--- src/rtl/vfd_pkg.sv ---
// ----------------------------------------------------------------------------
// vfd_pkg
// Shared types, segment constants and the character font for the multiplexed
// 16-segment display controller.
// ----------------------------------------------------------------------------
package vfd_pkg;

    // Operation codes of an input word.
    localparam logic [1:0] OP_CLEAR   = 2'd0;
    localparam logic [1:0] OP_PUTCHAR = 2'd1;
    localparam logic [1:0] OP_OVERLAY = 2'd2;
    localparam logic [1:0] OP_TICK    = 2'd3;

    // Buffer geometry: ten text positions plus the symbol grid.
    localparam int NUM_POS  = 11;
    localparam int TEXT_POS = 10;
    localparam logic [3:0] LAST_POS = 4'd10;

    // The grid bit of position 0; position p sits p bits lower.
    localparam logic [31:0] GRID0_BIT = 32'h0000_4000;

    // Segment bits.
    localparam logic [31:0] S03 = 32'h1 << 1;
    localparam logic [31:0] S04 = 32'h1 << 0;
    localparam logic [31:0] S05 = 32'h1 << 31;
    localparam logic [31:0] S06 = 32'h1 << 29;
    localparam logic [31:0] S07 = 32'h1 << 30;
    localparam logic [31:0] S08 = 32'h1 << 27;
    localparam logic [31:0] S09 = 32'h1 << 28;
    localparam logic [31:0] S10 = 32'h1 << 25;
    localparam logic [31:0] S11 = 32'h1 << 26;
    localparam logic [31:0] S12 = 32'h1 << 23;
    localparam logic [31:0] S13 = 32'h1 << 24;
    localparam logic [31:0] S14 = 32'h1 << 21;
    localparam logic [31:0] S15 = 32'h1 << 22;
    localparam logic [31:0] S16 = 32'h1 << 19;

    // Command from the controller to the datapath.
    typedef struct packed {
        logic load;
        logic exec;
    } vfd_cmd_t;

    // Status from the datapath to the controller.
    typedef struct packed {
        logic is_tick;
    } vfd_status_t;

    // Lower-case letter font.
    localparam logic [31:0] LETTER_FONT [26] = '{
        S03|S05|S04|S10|S09|S15|S14,
        S05|S15|S10|S09|S14|S16,
        S03|S05|S15|S16,
        S15|S10|S09|S16|S04|S14,
        S03|S05|S10|S15|S16,
        S03|S05|S10|S15,
        S03|S05|S15|S16|S11,
        S05|S15|S10|S09|S04|S14,
        S07|S12,
        S04|S14|S16|S15,
        S05|S15|S10|S06|S11,
        S05|S15|S16,
        S05|S15|S03|S07|S04|S14,
        S05|S15|S03|S04|S14,
        S03|S05|S04|S15|S14|S16,
        S03|S05|S04|S15|S10|S09,
        S03|S05|S04|S15|S14|S16|S11,
        S03|S05|S15|S04|S09|S10|S11,
        S03|S05|S10|S09|S14|S16,
        S03|S07|S12,
        S05|S15|S16|S04|S14,
        S05|S15|S13|S06,
        S05|S15|S16|S04|S14|S12,
        S08|S06|S13|S11,
        S08|S06|S12,
        S03|S06|S13|S16|S10|S09
    };

    // Digit font.
    localparam logic [31:0] DIGIT_FONT [10] = '{
        S03|S05|S04|S14|S15|S16,
        S04|S14,
        S03|S04|S10|S09|S15|S16,
        S03|S04|S10|S09|S14|S16,
        S05|S10|S09|S04|S14,
        S03|S05|S10|S09|S14|S16,
        S03|S05|S10|S09|S15|S14|S16,
        S03|S04|S14,
        S03|S05|S04|S10|S09|S15|S14|S16,
        S03|S05|S04|S10|S09|S14|S16
    };

    // Segment pattern of one character byte; unknown codes show the error bar.
    function automatic logic [31:0] glyph(input logic [7:0] code);
        logic [7:0]  off_digit;
        logic [7:0]  off_letter;
        logic [31:0] pat;
        off_digit  = code - 8'h30;
        off_letter = code - 8'h61;
        if (code >= 8'h30 && code <= 8'h39) begin
            pat = DIGIT_FONT[off_digit[3:0]];
        end else if (code >= 8'h61 && code <= 8'h7a) begin
            pat = LETTER_FONT[off_letter[4:0]];
        end else begin
            case (code)
                8'h5f:   pat = S16;
                8'h2d:   pat = S10 | S09;
                8'h2b:   pat = S10 | S09 | S07 | S12;
                8'h3c:   pat = S06 | S11;
                8'h3e:   pat = S08 | S13;
                8'h20:   pat = 32'h0;
                default: pat = S10;
            endcase
        end
        return pat;
    endfunction

endpackage

--- src/rtl/vfd_multiplex_display_controller_top.sv ---
// ----------------------------------------------------------------------------
// vfd_multiplex_display_controller_top
// Frame buffer and scan controller of an 11-grid 16-segment display.
// ----------------------------------------------------------------------------
// A command word is accepted when start is high and busy is low; busy stays
// high for the single execute cycle, and a new word can be accepted in the
// cycle after it. Clear, put-character and overlay change the buffer in that
// execute cycle and produce nothing. A refresh tick moves the scan position
// (the first tick after reset drives position 1) and puts the driver word and
// grid index on the outputs, with done high for exactly one cycle, in the cycle
// after the execute cycle. The receiver must take the word in that cycle; it is
// held on the ports only until the next tick.
// ----------------------------------------------------------------------------
module vfd_multiplex_display_controller_top (
    input  logic        clk,
    input  logic        rst_n,
    input  logic        start,
    output logic        busy,
    input  logic [1:0]  op,
    input  logic [7:0]  char_code,
    input  logic [5:0]  char_index,
    input  logic [5:0]  text_length,
    input  logic [31:0] symbol_word,
    output logic        done,
    output logic [31:0] drive_word,
    output logic [3:0]  grid_index
);

    vfd_pkg::vfd_cmd_t    cmd;
    vfd_pkg::vfd_status_t status;

    // Command sequencer.
    vfd_ctrl u_ctrl (
        .clk    (clk),
        .rst_n  (rst_n),
        .start  (start),
        .busy   (busy),
        .done   (done),
        .cmd    (cmd),
        .status (status)
    );

    // Buffer and scan datapath.
    vfd_datapath u_datapath (
        .clk         (clk),
        .rst_n       (rst_n),
        .cmd         (cmd),
        .status      (status),
        .op          (op),
        .char_code   (char_code),
        .char_index  (char_index),
        .text_length (text_length),
        .symbol_word (symbol_word),
        .drive_word  (drive_word),
        .grid_index  (grid_index)
    );

    // An accepted word always occupies the execute cycle.
    assert property (@(posedge clk) disable iff (!rst_n)
        (start && !busy) |=> busy)
        else $error("accepted word did not enter execute");

    // A result only follows an execute cycle.
    assert property (@(posedge clk) disable iff (!rst_n)
        done |-> $past(busy))
        else $error("result strobe without execute cycle");

    // The scanned position never leaves the buffer.
    assert property (@(posedge clk) disable iff (!rst_n)
        done |-> (grid_index <= vfd_pkg::LAST_POS))
        else $error("grid index out of range");

endmodule

--- src/rtl/vfd_ctrl.sv ---
// ----------------------------------------------------------------------------
// vfd_ctrl
// Command sequencer: accepts a word, runs it in a single execute state and
// raises the result strobe after a refresh tick.
// ----------------------------------------------------------------------------
module vfd_ctrl (
    input  logic                clk,
    input  logic                rst_n,
    input  logic                start,
    output logic                busy,
    output logic                done,
    output vfd_pkg::vfd_cmd_t   cmd,
    input  vfd_pkg::vfd_status_t status
);

    localparam logic ST_IDLE = 1'b0;
    localparam logic ST_EXEC = 1'b1;

    logic state_reg;
    logic state_next;
    logic done_reg;
    logic done_next;

    // Next-state logic.
    always_comb
    begin
        state_next = state_reg;
        done_next  = 1'b0;
        case (state_reg)
            ST_IDLE:
            begin
                if (start) begin
                    state_next = ST_EXEC;
                end
            end
            ST_EXEC:
            begin
                state_next = ST_IDLE;
                done_next  = status.is_tick;
            end
            default:
            begin
                state_next = ST_IDLE;
            end
        endcase
    end

    // State and strobe registers.
    always_ff @(posedge clk or negedge rst_n)
    begin
        if (!rst_n) begin
            state_reg <= ST_IDLE;
            done_reg  <= 1'b0;
        end else begin
            state_reg <= state_next;
            done_reg  <= done_next;
        end
    end

    // Commands to the datapath.
    assign busy     = (state_reg == ST_EXEC);
    assign cmd.load = (state_reg == ST_IDLE) && start;
    assign cmd.exec = (state_reg == ST_EXEC);
    assign done     = done_reg;

endmodule

--- src/rtl/vfd_datapath.sv ---
// ----------------------------------------------------------------------------
// vfd_datapath
// Frame buffer, scan counter and driver-word register of the display.
// ----------------------------------------------------------------------------
module vfd_datapath (
    input  logic                 clk,
    input  logic                 rst_n,
    input  vfd_pkg::vfd_cmd_t    cmd,
    output vfd_pkg::vfd_status_t status,
    input  logic [1:0]           op,
    input  logic [7:0]           char_code,
    input  logic [5:0]           char_index,
    input  logic [5:0]           text_length,
    input  logic [31:0]          symbol_word,
    output logic [31:0]          drive_word,
    output logic [3:0]           grid_index
);

    logic [1:0]  op_reg;
    logic [7:0]  code_reg;
    logic [5:0]  index_reg;
    logic [5:0]  length_reg;
    logic [31:0] symbol_reg;

    logic [31:0] frame_reg [vfd_pkg::NUM_POS];
    logic [31:0] frame_next [vfd_pkg::NUM_POS];
    logic [3:0]  scan_reg;
    logic [3:0]  scan_next;
    logic [31:0] drive_reg;

    logic [3:0]  start_pos;
    logic [6:0]  put_pos;
    logic [31:0] put_glyph;

    // Capture the input word when it is accepted.
    always_ff @(posedge clk)
    begin
        if (cmd.load) begin
            op_reg     <= op;
            code_reg   <= char_code;
            index_reg  <= char_index;
            length_reg <= text_length;
            symbol_reg <= symbol_word;
        end
    end

    assign status.is_tick = (op_reg == vfd_pkg::OP_TICK);

    // Right-justified placement of a character.
    assign start_pos = (length_reg < 6'(vfd_pkg::TEXT_POS))
                       ? 4'(6'(vfd_pkg::TEXT_POS) - length_reg) : 4'd0;
    assign put_pos   = {3'b000, start_pos} + {1'b0, index_reg};
    assign put_glyph = vfd_pkg::glyph(code_reg);

    // Next scan position wraps after the symbol grid.
    assign scan_next = (scan_reg == vfd_pkg::LAST_POS) ? 4'd0 : scan_reg + 4'd1;

    // Frame buffer update for the executing operation.
    // Characters only land in the text positions; only clear and overlay write the symbol grid.
    always_comb
    begin
        for (int i = 0; i < vfd_pkg::NUM_POS; i++) begin
            frame_next[i] = frame_reg[i];
            if (cmd.exec) begin
                case (op_reg)
                    vfd_pkg::OP_CLEAR:
                    begin
                        frame_next[i] = 32'h0;
                    end
                    vfd_pkg::OP_PUTCHAR:
                    begin
                        if (put_pos == 7'(i) && i < vfd_pkg::TEXT_POS) begin
                            frame_next[i] = put_glyph;
                        end
                    end
                    vfd_pkg::OP_OVERLAY:
                    begin
                        if ((symbol_reg & (vfd_pkg::GRID0_BIT >> i)) != 32'h0) begin
                            frame_next[i] = frame_reg[i]
                                            | (symbol_reg & ~(vfd_pkg::GRID0_BIT >> i));
                        end
                    end
                    default:
                    begin
                        frame_next[i] = frame_reg[i];
                    end
                endcase
            end
        end
    end

    // The buffer resets to a blank display.
    always_ff @(posedge clk or negedge rst_n)
    begin
        if (!rst_n) begin
            for (int i = 0; i < vfd_pkg::NUM_POS; i++) begin
                frame_reg[i] <= 32'h0;
            end
            scan_reg <= 4'd0;
        end else begin
            for (int i = 0; i < vfd_pkg::NUM_POS; i++) begin
                frame_reg[i] <= frame_next[i];
            end
            if (cmd.exec && status.is_tick) begin
                scan_reg <= scan_next;
            end
        end
    end

    // Driver word of the newly scanned position.
    always_ff @(posedge clk)
    begin
        if (cmd.exec && status.is_tick) begin
            drive_reg <= (vfd_pkg::GRID0_BIT >> scan_next) | frame_reg[scan_next];
        end
    end

    assign drive_word = drive_reg;
    assign grid_index = scan_reg;

endmodule
--- config.mk ---
export PLATFORM = sky130hd
export DESIGN_NAME = vfd_multiplex_display_controller_top
export DESIGN_NICKNAME = d
export VERILOG_FILES = /design/src/rtl/vfd_pkg.sv /design/src/rtl/vfd_multiplex_display_controller_top.sv /design/src/rtl/vfd_ctrl.sv /design/src/rtl/vfd_datapath.sv
export SDC_FILE = /design/constraint.sdc
export NUM_CORES = 1
export LEC_CHECK = 0
export BUFFER_PORTS_ARGS = -buffer_cell sky130_fd_sc_hd__buf_2
export CAP_MARGIN = 20
export CORE_MARGIN = 2
export CORE_UTILIZATION = 60
export CTS_CLUSTER_DIAMETER = 40
export DETAILED_ROUTE_END_ITERATION = 12
export PLACE_DENSITY_LB_ADDON = 0.05
export SETUP_SLACK_MARGIN = 0.05
export SYNTH_ARGS = -nofsm -noshare
export SYNTH_HDL_FRONTEND = slang
export SYNTH_HIERARCHICAL = 1
export SYNTH_SLANG_ARGS = --single-unit
--- constraint.sdc ---
create_clock -name clk -period 9.9 [get_ports clk]
set_clock_uncertainty 0.05 [all_clocks]
set_input_delay 0.99 -clock clk [delete_from_list [all_inputs] [get_ports clk]]
set_output_delay 0.99 -clock clk [all_outputs]
set_load 0.03 [all_outputs]
==> impl_metrics.env, run 1 <==
export IMPL_switchingPower_uw=2650
export IMPL_crit_path_top_delay_cell="a21oi_1"
export IMPL_critPathKind="reg2reg"
export IMPL_synth_xor_area_share_pct=0.332
export IMPL_syn_area_sq_mm=0.0211
export IMPL_power_leakage_uw=0.0104
export IMPL_worstPathCellList="inv_1, ha_1, ha_1, nor3_1, o21a_1, o211ai_1, a21oi_1, o21ai_2, a22oi_1"
export IMPL_status="complete, no violations"
export IMPL_layout_nets=2274
export IMPL_yosys_area_top_type="dfrtp_1"
export IMPL_power_switching_share_pct=37.8
export IMPL_tns_ns=0
export IMPL_cts_sinks=433
export IMPL_p_seq_share_pct=36.0
export IMPL_globalRouteTotalUtil_pct=37.6
export IMPL_rows=68
export IMPL_grt_pass1_wl_mm=104
export IMPL_dr_pass1_iters=6
export IMPL_synthTopCellsByCount="a21oi_1 (389), nor2_1 (372), dfrtp_1 (347)"
export IMPL_post_route_period_util_pct=47.2
export IMPL_crit_cells=9
export IMPL_final_core_util_pct=69.0
export IMPL_syn_inst=2196
export IMPL_yosys_area_share_adder_pct=1.16
export IMPL_synth_most_common_cell="a21oi_1"
export IMPL_async_reset_ff_share_pct=80.1
export IMPL_worst_pin_slew_ns=1.25
export IMPL_synth_nets=2272
export IMPL_detail_route_antenna_nets=0
export IMPL_finalSetupViolCount=0
export IMPL_drc=0
export IMPL_arrival_ns=5.15
export IMPL_grt_setup_unrepaired="false"
export IMPL_peakVddDrop_uv=262
export IMPL_start_util_pct=61.0
export IMPL_synth_simple_area_share_pct=11.7
export IMPL_design_core_area_sq_mm=0.0346
export IMPL_maxCapViolCount=0
export IMPL_setup_worst_path_start_class="register"
export IMPL_vias=18300
export IMPL_ys_ff_latch=433
export IMPL_layout_min_cycle_time_ns=4.68
export IMPL_clkSlewWorstSetupHoldPaths_ns=0.06
export IMPL_p_clk_share_pct=30.3
export IMPL_use_met3_pct=10.7
export IMPL_combinationalPowerShare_pct=33.8
export IMPL_num_antenna_cells=0
export IMPL_met1_usage_pct=53.0
export IMPL_gp_congestion=0.926
export IMPL_clock_fmax_ghz=0.214
export IMPL_synth_top_flop_cell="dfrtp_1"
export IMPL_grtUsageMet2_pct=55.3
export IMPL_cts_tree="yes"
export IMPL_power_density_mw_per_mm2=294
export IMPL_drive_above_1_share_pct=13.9
export IMPL_wire_per_inst_um=25.3
export IMPL_relSlewSlack_pct=16.2
export IMPL_drtIter0Drc=2154
export IMPL_dieArea_sq_mm=0.0367
export IMPL_synth_warnings=6
export IMPL_post_cts_buffers=0
export IMPL_antenna_found_initial=0
export IMPL_numPortBuffers=94
export IMPL_synth_area_leaders="dfrtp_1 (41%), edfxtp_1 (12%), a21oi_1 (9.2%)"
export IMPL_yosysUniqueCellTypes=92
export IMPL_h_tree_depth=2
export IMPL_synthMuxAreaShare_pct=4.61
export IMPL_multi_input_area_sq_mm=0.00897
export IMPL_clock_latency_ns=0.61
export IMPL_area_delta_synth_final_pct=13.1
export IMPL_postCtsHoldBufs=0
export IMPL_crit_path_frequent_cell="ha_1"
export IMPL_final_seq_area_sq_mm=0.0113
export IMPL_overflow=0
export IMPL_n_fill_cell=2657
export IMPL_totalWireLength_mm=68.2
export IMPL_largest_reg_flops=341
export IMPL_io_pins=95
export IMPL_p_int_uw=4360
export IMPL_die_w_um=192
export IMPL_grt_max_degree=153
export IMPL_cts_resized=0
export IMPL_synth_compound_area_share_pct=24.2
export IMPL_ff2ff_path_depth=9
export IMPL_dieHeight_um=192
export IMPL_endpoint_kind="register"
export IMPL_cts_buffers=56
export IMPL_syn_area_per_cell_sq_um=9.62
export IMPL_synth_top_cell_area_share_pct=41.1
export IMPL_slew_violations=0
export IMPL_synth_seq_area_share_pct=53.3
export IMPL_max_stage_delay_ns=0.89
export IMPL_grt_pass1_vias=17500
export IMPL_crit_path_max_fanout=22
export IMPL_cts_root_buf="clkbuf_16"
export IMPL_synth_edf_count=86
export IMPL_dp_hpwl_mm=40.6
export IMPL_hold_violations=0
export IMPL_crit_family="compound AO/OA/AOI/OAI gates"
export IMPL_hold_class="in2async"
export IMPL_synth_top_family_by_area="compound AO/OA/AOI/OAI gates"
export IMPL_required_ns=10.37
export IMPL_via_per_inst=6.77
export IMPL_top_usage_layer="met2"
export IMPL_clockBufferDepth=3
export IMPL_critPathBufInv=1
[path summary, 6_finish.rpt]
kind	from	to	slack, ns
min in group clk	u_datapath/frame_reg[281]$_DFFE_PN0P_	u_datapath/frame_reg[281]$_DFFE_PN0P_	0.43
min	rst_n	u_datapath/frame_reg[343]$_DFFE_PN0P_	0.35
max in group asynchronous	rst_n	u_datapath/frame_reg[181]$_DFFE_PN0P_	7.57
max	u_datapath/code_reg[0]$_DFFE_PP_	u_datapath/frame_reg[220]$_DFFE_PN0P_	5.22
min reg2reg	u_datapath/frame_reg[281]$_DFFE_PN0P_	u_datapath/frame_reg[281]$_DFFE_PN0P_	0.43
max reg2reg	u_datapath/code_reg[0]$_DFFE_PP_	u_datapath/frame_reg[220]$_DFFE_PN0P_	5.22
[power groups by stage]
stage / clock, uW / sequential [uW] / combinational [uW]
global placement: 0 / 2520 / 2220
global route: 2220 / 2560 / 2520
detailed placement: 0 / 2530 / 2270
CTS: 2140 / 2510 / 2280
floorplan: 0 / 2460 / 1580
finish: 2120 / 2520 / 2370
[worst register-to-register path: cells and delay by family (launching register included)]
family | cells | cell delay [ns]
fa+ha+maj | 2 | 1.10
buf+inv | 1 | 0.29
simple gates | 1 | 0.54
compound gates | 5 | 1.80
flops | 1 | 0.82
[stage by stage]
step	setup slack [ns]	cells	power [uW]	hold slack, ns	cell area [sq um]
floorplan	6.53	2196	4040	0.405	21100
global placement	5.27	2588	4740	0.415	21800
detailed placement	5.35	2590	4800	0.422	21800
CTS	5.35	2696	6940	0.430	23800
global route	4.93	2701	7300	0.446	23900
finish	5.22	2701	7020	0.345	23900
[placed cells by master (no fill, tap or decap), types with 7 or more instances in the layout]
master     instances
mux2i_1           41
a31oi_1           25
ha_1              18
o221ai_1           9
a21oi_1          388
dfrtp_1          345
o22ai_1           49
o211ai_1           7
mux4_2            22
a2bb2oi_1         12
buf_4             37
o2111ai_1         19
nor2_1           366
nand2b_1          13
o21a_1            10
inv_6             11
a211oi_1          12
a21o_1             8
buf_2             94
clkinv_2           7
nand3_1           22
and3_1             7
bufinv_16          7
a22oi_1           34
o21ai_0          134
nand2_1           89
nor2_2             7
nor2b_1           15
o22a_1            56
inv_1             57
edfxtp_1          86
clkbuf_16         57
nor3_1            16
[routing by layer]
metal | wire [um] | part of all wire (%)
met3 | 8480 | 12
met1 | 27600 | 40
met2 | 29600 | 43
met5 | 0 | 0
met4 | 2490 | 3.6
[cells by family after synthesis]
family / Yosys count
AND/OR/NAND/NOR: 576
flip-flops: 433
XOR/XNOR: 8
buffers and inverters: 256
multiplexers: 69
AO/OA/AOI/OAI: 835
adder cells (fa/ha/maj): 19
[area by class of cell]
cell class | count | area share [%]
Clock buffer | 67 | 6.34
Timing Repair Buffer | 139 | 3.69
Multi-Input combinational cell | 1507 | 37.6
Clock inverter | 39 | 1.90
Sequential cell | 433 | 47.2
Inverter | 61 | 0.958
Tap cell | 455 | 2.38
Note: power is estimated with default switching activity, not from simulation.
==> run 2, diff against run 1 <==
--- a/config.mk
+++ b/config.mk
@@ -8,7 +8,7 @@
 export BUFFER_PORTS_ARGS = -buffer_cell sky130_fd_sc_hd__buf_2
 export CAP_MARGIN = 20
 export CORE_MARGIN = 2
-export CORE_UTILIZATION = 60
+export CORE_UTILIZATION = 56
 export CTS_CLUSTER_DIAMETER = 40
 export DETAILED_ROUTE_END_ITERATION = 12
 export PLACE_DENSITY_LB_ADDON = 0.05
==> constraint.sdc (replaced) <==
create_clock -name clk -period 4.1 [get_ports clk]
set_clock_uncertainty 0.05 [all_clocks]
set_input_delay 0.41 -clock clk [delete_from_list [all_inputs] [get_ports clk]]
set_output_delay 0.41 -clock clk [all_outputs]
set_load 0.03 [all_outputs]
==> run 2 against run 1 <==
Net effect: register-to-register slack lost 4.9 ns; critical path depth rose by 2; die area rose by 7.0%; combinational power grew to 2.6 times the previous value; largest power group unchanged; fmax grew 25%; sequential share of layout area is 2.2 points lower; via count up 2.2%; non-clock buffer count increased by 109; global-route usage decreased by 0.54 points; highest routed layer is now met5; sequential power rose by 150%; power rose to 2.5 times the previous value.
==> impl_metrics.env, run 2 (synthesized netlist as in run 1, its figures left out) <==
export IMPL_combinationalPowerShare_pct=34.4
export IMPL_num_antenna_cells=0
export IMPL_final_cells=2875
export IMPL_post_cts_buffers=0
export IMPL_crit_path_max_fanout=25
export IMPL_grt_pass1_vias=18200
export IMPL_cts_sinks=433
export IMPL_design_core_area_sq_mm=0.0374
export IMPL_crit_path_top_delay_cell="or4b_1"
export IMPL_switchingPower_uw=6620
export IMPL_hold_class="in2async"
export IMPL_antenna_found_initial=1
export IMPL_gp_congestion=0.920
export IMPL_p_int_uw=10900
export IMPL_clock_fmax_ghz=0.268
export IMPL_numPortBuffers=94
export IMPL_detail_route_antenna_nets=0
export IMPL_status="complete, no violations"
export IMPL_vias=18700
export IMPL_max_stage_delay_ns=0.57
export IMPL_final_seq_area_sq_mm=0.0113
export IMPL_largest_reg_flops=341
export IMPL_start_util_pct=56.5
export IMPL_area_delta_synth_final_pct=18.7
export IMPL_dieArea_sq_mm=0.0393
export IMPL_globalRouteTotalUtil_pct=37.1
export IMPL_rows=71
export IMPL_cts_buffers=61
export IMPL_finalSetupViolCount=0
export IMPL_tns_ns=0
export IMPL_n_fill_cell=2937
export IMPL_via_per_inst=6.50
export IMPL_worst_pin_slew_ns=1.14
export IMPL_dp_hpwl_mm=44.8
export IMPL_grt_setup_unrepaired="false"
export IMPL_critPathKind="reg2reg"
export IMPL_layout_common_cells="a21oi_1 (388), nor2_1 (372), dfrtp_1 (344)"
export IMPL_dp_cells=2704
export IMPL_cts_tree="yes"
export IMPL_ff2ff_path_depth=11
export IMPL_maxCapViolCount=0
export IMPL_arrival_ns=4.23
export IMPL_drtIter0Drc=2007
export IMPL_slew_violations=0
export IMPL_clkSlewWorstSetupHoldPaths_ns=0.06
export IMPL_hold_violations=0
export IMPL_power_switching_share_pct=37.7
export IMPL_totalWireLength_mm=71.3
export IMPL_cts_root_buf="clkbuf_16"
export IMPL_dieHeight_um=198
export IMPL_clock_latency_ns=0.63
export IMPL_crit_start="u_datapath/length_reg[2]$_DFFE_PP_"
export IMPL_endpoint_kind="register"
export IMPL_io_pins=95
export IMPL_relSlewSlack_pct=24.2
export IMPL_worstPathCellList="o21ai_0, and3_1, ha_1, fa_1, or4b_1, nor3_1, o211a_1, or2_2, buf_4, a21oi_1, nor2_1"
export IMPL_r2r_slack_ns=0.36
export IMPL_layout_nets=2388
export IMPL_dr_pass1_iters=6
export IMPL_peakVddDrop_uv=390
export IMPL_layout_min_cycle_time_ns=3.74
export IMPL_overflow=0
export IMPL_post_route_period_util_pct=91.1
export IMPL_grt_max_degree=103
export IMPL_p_clk_share_pct=30.4
export IMPL_die_w_um=198
export IMPL_regToRegStartpoint="u_datapath/length_reg[2]$_DFFE_PP_"
export IMPL_final_common_cell="a21oi_1"
export IMPL_p_seq_share_pct=35.2
export IMPL_wire_per_inst_um=24.8
export IMPL_cts_resized=0
export IMPL_setup_worst_path_start_class="register"
export IMPL_multi_input_area_sq_mm=0.00895
export IMPL_drive_above_1_share_pct=15.6
export IMPL_critPathCapture="u_datapath/frame_reg[164]$_DFFE_PN0P_"
export IMPL_h_tree_depth=2
export IMPL_power_density_mw_per_mm2=700
export IMPL_grt_pass1_wl_mm=109
export IMPL_power_leakage_uw=0.0109
export IMPL_required_ns=4.60
export IMPL_drc=0
export IMPL_r2r_end="u_datapath/frame_reg[164]$_DFFE_PN0P_"
export IMPL_clockBufferDepth=3
==> run 2: cell count changes in the layout (fill, tap and decap cells not counted), moves of 6 or more <==
| cell | before | now |
|---|---|---|
| buf_4 | 37 | 89 |
| buf_12 | 1 | 10 |
| nor2_2 | 7 | 1 |
| clkbuf_16 | 57 | 64 |
| nor2_1 | 366 | 372 |
| dlygate4sd3_1 | 0 | 55 |
==> run 2: critical path: cells and delay by family, from the launching register on <==
kind            cells  cell delay (ns)
compound gates      3             0.58
fa+ha+maj           2             0.67
buf+inv             1             0.28
flops               1             0.42
simple gates        5             1.65
==> run 2: how the worst min path moves through the flow <==
stage	endpoint	cells past startpoint	from	slack [ns]
finish	u_datapath/frame_reg[350]$_DFFE_PN0P_	2	rst_n	0.33
global route	u_ctrl/busy$_DFF_PN0_	2	start	0.37
CTS	u_datapath/frame_reg[222]$_DFFE_PN0P_	2	rst_n	0.36
detailed placement	u_datapath/frame_reg[350]$_DFFE_PN0P_	1	rst_n	0.42
global placement	u_datapath/frame_reg[341]$_DFFE_PN0P_	1	u_datapath/frame_reg[341]$_DFFE_PN0P_	0.41
floorplan	u_ctrl/busy$_DFF_PN0_	0	rst_n	0.06
==> run 2: through the flow <==
stage | power [uW] | area [sq um] | hold slack, ns | util [%] | worst slack (ns)
floorplan | 9750 | 21100 | 0.0644 | - | 0.726
global placement | 11900 | 22400 | 0.415 | 60.0 | 0.553
detailed placement | 12000 | 22400 | 0.416 | 60.0 | 0.452
CTS | 17400 | 25100 | 0.357 | 67.0 | 0.434
global route | 18400 | 25100 | 0.375 | 67.1 | 0.109
finish | 17600 | 25100 | 0.334 | 67.1 | 0.365
==> run 2: timing repair <==
| action | 4_1_cts | 5_1_grt |
|---|---|---|
| setup endpoints to repair | 0 | 0 |
| endpoints found under the hold margin | 136 | 0 |
| hold buffers | 55 | 0 |
==> run 2: cell type report <==
cell class,instances,share of cell area [%]
clock inverters,39,1.63
flip-flops and latches,433,44.9
inverters,61,0.913
well taps,511,2.55
multi-input cells,1507,35.7
repair buffers,248,7.57
clock buffers,76,6.68
==> run 2: power by group through the flow <==
stage	clock network, uW	registers (uW)	logic (uW)
global placement	0	6180	5740
finish	5340	6180	6050
floorplan	0	5940	3810
CTS	5390	6150	5890
global route	5600	6270	6490
detailed placement	0	6200	5810
==> run 2: layer usage <==
layer / share of wire, % / GRT usage [%] / up-vias
met5: 0.025 / 0 / -
met4: 3.3 / 12.6 / 2
met3: 11 / 10.2 / 188
met2: 44 / 56.0 / 1071
met1: 41 / 51.9 / 9254
li1: - / - / 8174
==> run 3, diff against run 2 <==
--- a/config.mk
+++ b/config.mk
@@ -11,7 +11,7 @@
 export CORE_UTILIZATION = 56
 export CTS_CLUSTER_DIAMETER = 40
 export DETAILED_ROUTE_END_ITERATION = 12
-export PLACE_DENSITY_LB_ADDON = 0.05
+export PLACE_DENSITY = 0.81
 export SETUP_SLACK_MARGIN = 0.05
 export SYNTH_ARGS = -nofsm -noshare
 export SYNTH_HDL_FRONTEND = slang
==> run 3 against run 2 <==
Net effect: clock-buffer cell count down 8; sequential cell count unchanged; die area unchanged; non-clock buffer count down 4; register-to-register slack better by 0.06 ns; sequential share of layout area up 0.61 points; routed wire length down 2.2%; hold slack better by 0.046 ns; final cell count down 0.59%; first-iteration DRC count up 28%.
==> impl_metrics.env, run 3 (synthesized netlist as in run 1, its figures left out) <==
export IMPL_n_fill_cell=2776
export IMPL_post_cts_buffers=0
export IMPL_num_antenna_cells=0
export IMPL_multi_input_area_sq_mm=0.00895
export IMPL_crit_family="simple AND/OR/NAND/NOR gates"
export IMPL_globalRouteTotalUtil_pct=36.0
export IMPL_drc=0
export IMPL_setup_ws_ns=0.428
export IMPL_tns_ns=0
export IMPL_critPathBufInv=2
export IMPL_regToRegStartpoint="u_datapath/length_reg[0]$_DFFE_PP_"
export IMPL_dr_pass1_iters=7
export IMPL_layout_nets=2377
export IMPL_area_delta_synth_final_pct=17.1
export IMPL_layout_min_cycle_time_ns=3.67
export IMPL_h_tree_depth=2
export IMPL_arrival_ns=4.11
export IMPL_dieHeight_um=198
export IMPL_wire_per_inst_um=24.4
export IMPL_grt_pass1_wl_mm=108
export IMPL_post_place_ws_ns=0.528
export IMPL_cts_tree="yes"
export IMPL_ff2ff_path_depth=14
export IMPL_rows=71
export IMPL_dp_hpwl_mm=42.7
export IMPL_critPathKind="reg2reg"
export IMPL_power_density_mw_per_mm2=684
export IMPL_relSlewSlack_pct=28.8
export IMPL_final_core_util_pct=66.2
export IMPL_start_util_pct=56.5
export IMPL_via_per_inst=6.74
export IMPL_max_stage_delay_ns=0.41
export IMPL_r2r_slack_ns=0.43
export IMPL_detail_route_antenna_nets=0
export IMPL_setup_worst_path_start_class="register"
export IMPL_cts_sinks=433
export IMPL_peakVddDrop_uv=466
export IMPL_slew_violations=0
export IMPL_post_route_period_util_pct=89.6
export IMPL_grt_setup_unrepaired="false"
export IMPL_design_core_area_sq_mm=0.0374
export IMPL_clkSlewWorstSetupHoldPaths_ns=0.06
export IMPL_final_seq_area_sq_mm=0.0113
export IMPL_worstPathCellList="ha_1, nor3b_1, a21oi_1, nor3_1, ha_1, a21o_1, xnor2_1, a2bb2oi_1, o21ai_0, nand2_1, buf_4, nor2_1, buf_4, nor2_1"
export IMPL_r2r_end="u_datapath/frame_reg[67]$_DFFE_PN0P_"
export IMPL_crit_path_top_delay_cell="edfxtp_1"
export IMPL_numPortBuffers=94
export IMPL_finalSetupViolCount=0
export IMPL_required_ns=4.53
export IMPL_layout_common_cells="a21oi_1 (388), nor2_1 (372), dfrtp_1 (345)"
export IMPL_worst_pin_slew_ns=1.07
export IMPL_clockBufferDepth=3
export IMPL_drtIter0Drc=2563
export IMPL_final_common_cell="a21oi_1"
export IMPL_clock_fmax_ghz=0.272
export IMPL_antenna_found_initial=0
export IMPL_vias=19300
export IMPL_drive_above_1_share_pct=14.8
export IMPL_grt_max_degree=107
export IMPL_maxCapViolCount=0
export IMPL_die_w_um=198
export IMPL_endpoint_kind="register"
export IMPL_largest_reg_flops=341
export IMPL_power_leakage_uw=0.0108
export IMPL_grt_pass1_vias=19000
export IMPL_io_pins=95
export IMPL_crit_path_max_fanout=13
export IMPL_status="complete, no violations"
export IMPL_overflow=0
export IMPL_dieArea_sq_mm=0.0393
export IMPL_clock_latency_ns=0.63
export IMPL_hold_class="in2async"
export IMPL_cts_root_buf="clkbuf_16"
export IMPL_hold_violations=0
export IMPL_totalWireLength_mm=69.7
export IMPL_cts_buffers=54
export IMPL_gp_congestion=0.943
run 3: final cells by class:
class / count / area share [%]
Tap cell: 511 / 2.58
Sequential cell: 433 / 45.6
Inverter: 61 / 0.925
Timing Repair Buffer: 244 / 7.30
Clock buffer: 68 / 5.84
Multi-Input combinational cell: 1507 / 36.2
Clock inverter: 34 / 1.61
run 3: how the worst max path moves through the flow:
| stage | end | cells past startpoint | slack (ns) | start |
|---|---|---|---|---|
| global route | u_datapath/frame_reg[183]$_DFFE_PN0P_ | 10 | 0.21 | u_datapath/length_reg[2]$_DFFE_PP_ |
| finish | u_datapath/frame_reg[67]$_DFFE_PN0P_ | 14 | 0.43 | u_datapath/length_reg[0]$_DFFE_PP_ |
| global placement | u_datapath/frame_reg[161]$_DFFE_PN0P_ | 10 | 0.59 | u_datapath/length_reg[2]$_DFFE_PP_ |
| detailed placement | u_datapath/frame_reg[161]$_DFFE_PN0P_ | 10 | 0.53 | u_datapath/length_reg[2]$_DFFE_PP_ |
| floorplan | u_datapath/frame_reg[129]$_DFFE_PN0P_ | 14 | 0.73 | u_datapath/code_reg[0]$_DFFE_PP_ |
| CTS | u_datapath/frame_reg[183]$_DFFE_PN0P_ | 10 | 0.52 | u_datapath/length_reg[2]$_DFFE_PP_ |
run 3: where the power goes:
| part | internal, uW | switching (uW) |
|---|---|---|
| Clock | 2810 | 1990 |
| Sequential | 5420 | 682 |
| Combinational | 2140 | 3880 |
| Total | 10400 | 6550 |
run 3: per-stage QoR:
stage / std cells / cell area, sq um / power, uW / hold slack, ns
global route: 2858 / 24700 / 17600 / 0.440
floorplan: 2196 / 21100 / 9750 / 0.0644
detailed placement: 2701 / 22400 / 11800 / 0.423
finish: 2858 / 24700 / 16900 / 0.379
global placement: 2701 / 22400 / 11600 / 0.414
CTS: 2858 / 24700 / 16700 / 0.421
run 3: metal layers:
layer	wire length [um]	up-vias	global-route usage, %
li1	-	8145	-
met1	25000	9106	47.0
met2	30700	1602	53.8
met3	9600	399	10.2
met4	4380	0	21.6
met5	0	-	0
run 3: what timing repair did:
| item | CTS | global route |
|---|---|---|
| endpoints found under the hold margin | 155 | 0 |
| hold buffers | 55 | 0 |
| resized for setup | 0 | 0 |
